**config.mk**
```make
export PLATFORM = sky130hd
export DESIGN_NAME = gbsa_ram
export DESIGN_NICKNAME = d
export VERILOG_FILES = /design/src/design/gbsa_ram.sv
export SDC_FILE = /design/constraint.sdc
export NUM_CORES = 2
export LEC_CHECK = 0
export ABC_AREA = 0
export ABC_CLOCK_PERIOD_IN_PS = 3600
export BUFFER_PORTS_ARGS = -buffer_cell sky130_fd_sc_hd__buf_4
export CAP_MARGIN = 25
export CORE_MARGIN = 1.5
export CORE_UTILIZATION = 61
export DETAILED_ROUTE_END_ITERATION = 7
export GPL_ROUTABILITY_DRIVEN = 0
export PLACE_DENSITY = 0.78
export SYNTH_ARGS = -nofsm -noshare
export SYNTH_HDL_FRONTEND = slang
export SYNTH_SLANG_ARGS = --single-unit
```
**constraint.sdc**
```tcl
create_clock -name clk -period 3.6 [get_ports clk]
set_input_delay 0.18 -clock clk [delete_from_list [all_inputs] [get_ports clk]]
set_output_delay 0.18 -clock clk [all_outputs]
set_load 0.02 [all_outputs]
```
**src/design/gbsa_ram.sv**
```systemverilog
// Generic single-write, single-read synchronous RAM with registered read data.
// No dependencies.
`default_nettype none

module gbsa_ram #(
  parameter int unsigned WIDTH = 8,
  parameter int unsigned DEPTH = 256
) (
  input  wire logic                     clk,
  input  wire logic                     we,
  input  wire logic [$clog2(DEPTH)-1:0] waddr,
  input  wire logic [WIDTH-1:0]         wdata,
  input  wire logic                     re,
  input  wire logic [$clog2(DEPTH)-1:0] raddr,
  output logic      [WIDTH-1:0]         rdata
);

  logic [WIDTH-1:0] mem [DEPTH];

  always_ff @(posedge clk) begin
    if (we) begin
      mem[waddr] <= wdata;
    end
    if (re) begin
      rdata <= mem[raddr];
    end
  end

endmodule

`default_nettype wire

```
==> flow_summary.yaml <==
status:
  result_of_the_run: "finished, violations left"
  failed_checks: "hold timing"
grt:
  grt_first_pass_wirelength_um: 285000
  grt_overflow: 0
  gr-usage-all-layers_pct: 30.2
  maximum_number_of_pins_on_one_net_before_global_route_repair: 146
  grt_antenna_before_repair: 9
  grt_pass1_vias: 40889
drt:
  avgRoutedWirePerCell_um: 33.4
  via_density_per_instance: 6.93
  drtIter0Drc: 6302
  antenna_left: 0
  drtPass1Iterations: 6
  drt_wl_total_um: 197000
  route.vias.total: 40746
  drt_drc_violations_left: 0
finish:
  layout_area_growth_over_synthesis_pct: 11.9
  finish.utilization_pct: 68.8
  final_cells: 5883
  final_layout_size_suffix_gt1_share_pct: 24.6
  fillCellCount: 7572
  final_net_count: 4001
  post-route-cell-area_mm2: 0.0891
cts:
  clock-sinks: 2056
  htreeDepth: 4
  clk_path_buf_depth: 3
  clock_insertion_delay_worst_skew_ns: 0.83
  clock-root-buffer: "sky130_fd_sc_hd__clkbuf_16"
  clock_buffers_created_by_tritoncts: 192
  clk_pin_slew_ns: 0.06
  cts_setup_buffers: 0
  cts_tree: "built"
logic_synthesis:
  post_synthesis_sequential_area_ratio_pct: 77.5
  ys_types: 54
  syn_area_mm2: 0.0796
  syn-mean-instance-area_um2: 21.3
  commonest_register_cell_after_synthesis: "sky130_fd_sc_hd__edfxtp_1"
  ys_seq_elements: 2056
  number_of_flops_mapped_to_enable_cells_by_yosys: 2056
  synth_top_area_share_pct: 77.5
  yosys_warnings: 0
  synthesis.nets: 3760
  synth.top_cells.by_area: "sky130_fd_sc_hd__edfxtp_1, sky130_fd_sc_hd__mux4_2, sky130_fd_sc_hd__mux2i_1"
  syn-instance-count: 3733
  synthDominantAreaCellType: "sky130_fd_sc_hd__edfxtp_1"
  ys_async_sr_fraction_pct: 0
die:
  placementRows: 132
  die_width_um: 364
  core_area_mm2: 0.129
  design.portCount: 35
  floorplan.initialDensity_pct: 61.5
  die_height_um: 364
  fp.dieArea_mm2: 0.133
sta:
  layout_min_cycle_time_ns: 3.00
  hold_ws_ns: -0.00166
  timing.final.max_slew_violations: 0
  setup_slack_ns: 0.605
  clock.fmax_mhz: 334
  fin_skew_ns: 0.0261
  worst-slew-pin-transition_ns: 1.22
  rsz_0062_raised_after_global_routing: "no"
  hold_viol: 1
  timing.slew.headroom_pct: 18.6
  final.setup.tns_ns: 0
  period_share_pct: 83.2
  timing.final.setup_violations: 0
critical_path:
  setup.worst_path.start_class: "register"
  worst_ep_required_time_ns: 4.13
  timing.critical_path.fanout_max: 1
  worstPathCellList: "mux4_2, mux4_2, nor2b_1, nor4_1, nor4_2"
  cp_slowest_cell: "sky130_fd_sc_hd__nor4_1"
  timing.critical_path.buf_inv: 0
  cp_peak_stage_delay_ns: 0.95
  arrival_ns: 3.52
  timing.setup.critical_path_class: "register to register"
  worst_path_dominant_cell_family: "simple AND/OR/NAND/NOR gates"
  end_kind: "register"
  crit_top_cell: "sky130_fd_sc_hd__mux4_2"
run:
  cap_viol_max_count: 0
placed_design:
  dp_hpwl_um: 117000
  quantity_of_i_o_buffers_inserted_on_ports: 34
  dpl_cell_area_mm2: 0.0830
  dpl_worst_slack_ns: 0.141
  numPlacedInstances: 5518
worst_hold_path:
  hold_path.class: "input pin to register"
pwr:
  power.density_cell_area_mw_per_mm2: 546
  vdd_ir_max_uv: 566
  post-layout-total-power_mw: 48.7
  power_leakage_nw: 27.8
-- final timing paths --
check | start | end | slack, ns | cells after the start
worst max register to register | mem[67][2] | rdata[2] | 0.60 | 5
worst min-delay path | wdata[4] | mem[88][4] | -0.002 | 1
worst max-delay path | mem[67][2] | rdata[2] | 0.60 | 5
worst min register to register | mem[33][5] | rdata[5] | 1.07 | 6
-- synthesized netlist by cell type, types with 24 or more instances --
cell type	number
sky130_fd_sc_hd__nand2_1	33
sky130_fd_sc_hd__nor2_1	282
sky130_fd_sc_hd__buf_4	27
sky130_fd_sc_hd__nor2b_1	31
sky130_fd_sc_hd__a22oi_1	133
sky130_fd_sc_hd__edfxtp_1	2056
sky130_fd_sc_hd__nor4_1	24
sky130_fd_sc_hd__mux4_2	454
sky130_fd_sc_hd__o22ai_1	28
sky130_fd_sc_hd__clkbuf_1	111
sky130_fd_sc_hd__nand3_1	34
sky130_fd_sc_hd__o221ai_1	46
sky130_fd_sc_hd__mux2i_1	134
sky130_fd_sc_hd__buf_2	31
sky130_fd_sc_hd__a21oi_1	96
-- power breakdown --
group / internal (mW) / switching (mW) / total, mW
logic: 0.896 / 1.59 / 2.48
registers: 26.4 / 0.0370 / 26.4
clock network: 11.0 / 8.74 / 19.8
total: 38.3 / 10.4 / 48.7
-- worst register-to-register path: stages, from the launching register on --
cell	delay [ns]
sky130_fd_sc_hd__edfxtp_1	0.41
sky130_fd_sc_hd__mux4_2	0.53
sky130_fd_sc_hd__mux4_2	0.51
sky130_fd_sc_hd__nor2b_1	0.17
sky130_fd_sc_hd__nor4_1	0.95
sky130_fd_sc_hd__nor4_2	0.13
-- cells in the final DEF, fill, tap and decap left out, types with 3 or more instances in the layout --
cell type                    count
sky130_fd_sc_hd__edfxtp_1     2056
sky130_fd_sc_hd__mux4_2        454
sky130_fd_sc_hd__nor2_1        279
sky130_fd_sc_hd__buf_4         228
sky130_fd_sc_hd__clkbuf_16     198
sky130_fd_sc_hd__mux2i_1       134
sky130_fd_sc_hd__a22oi_1       133
sky130_fd_sc_hd__a21oi_1        96
sky130_fd_sc_hd__clkinv_1       52
sky130_fd_sc_hd__o221ai_1       46
sky130_fd_sc_hd__clkinv_2       38
sky130_fd_sc_hd__buf_12         38
sky130_fd_sc_hd__clkbuf_1       35
sky130_fd_sc_hd__nand3_1        34
sky130_fd_sc_hd__nand2_1        33
sky130_fd_sc_hd__o22ai_1        28
sky130_fd_sc_hd__nor2b_1        28
sky130_fd_sc_hd__nor4_1         24
sky130_fd_sc_hd__nor3_1         22
sky130_fd_sc_hd__a211oi_1       16
sky130_fd_sc_hd__bufinv_16      14
sky130_fd_sc_hd__a221oi_1       13
sky130_fd_sc_hd__diode_2        10
sky130_fd_sc_hd__nand4_1        10
sky130_fd_sc_hd__o211ai_1       10
sky130_fd_sc_hd__o21ai_0        10
sky130_fd_sc_hd__nand2b_1        8
sky130_fd_sc_hd__a22o_1          8
sky130_fd_sc_hd__clkbuf_8        8
sky130_fd_sc_hd__and2_1          6
sky130_fd_sc_hd__o22a_1          5
sky130_fd_sc_hd__clkinvlp_4      5
sky130_fd_sc_hd__or2_2           4
sky130_fd_sc_hd__o32ai_1         4
sky130_fd_sc_hd__nor4_2          3
sky130_fd_sc_hd__clkinv_8        3
sky130_fd_sc_hd__inv_16          3
sky130_fd_sc_hd__inv_6           3
-- logic make-up (layout without fill, tap and decap cells) --
logic type      Yosys count  in the layout  share of synthesized area [%]
flops                  2056           2056                           77.5
mux                     591            591                           14.6
simple gates            466            466                           2.63
compound gates          385            385                           3.42
buf+inv                 235            633                           1.83
other cells               0             10                              0
-- final cells by class --
type	instances	area, µm²	area share (%)
sequential	2056	61700	69.3
multi-input combinational	1442	16500	18.5
clock buffer	233	5090	5.71
timing repair buffer	280	2640	2.96
tap	1742	2180	2.45
clock inverter	118	983	1.10
antenna	10	25.0	0.0281
inverter	2	7.51	0.00842
-- flip-flops by register name, summed over array words and instances (netlist names) --
register  cells
mem        2048
rdata         8
-- per-layer routing --
layer	track usage, %	routed length, µm	vias to the layer above	part of all wire (%)
met2	47.4	95200	2865	48
met4	12.1	7760	12	3.9
met3	7.17	24000	468	12
li1	-	-	16196	-
met5	0	84	-	0.043
met1	41.7	69700	21205	35
-- repair_timing --
item                                   4_1_cts  5_1_grt
endpoints found under the hold margin       24        0
gates resized for setup                      0        0
hold buffers                                 2        0
(Power assumes the default switching activity.)
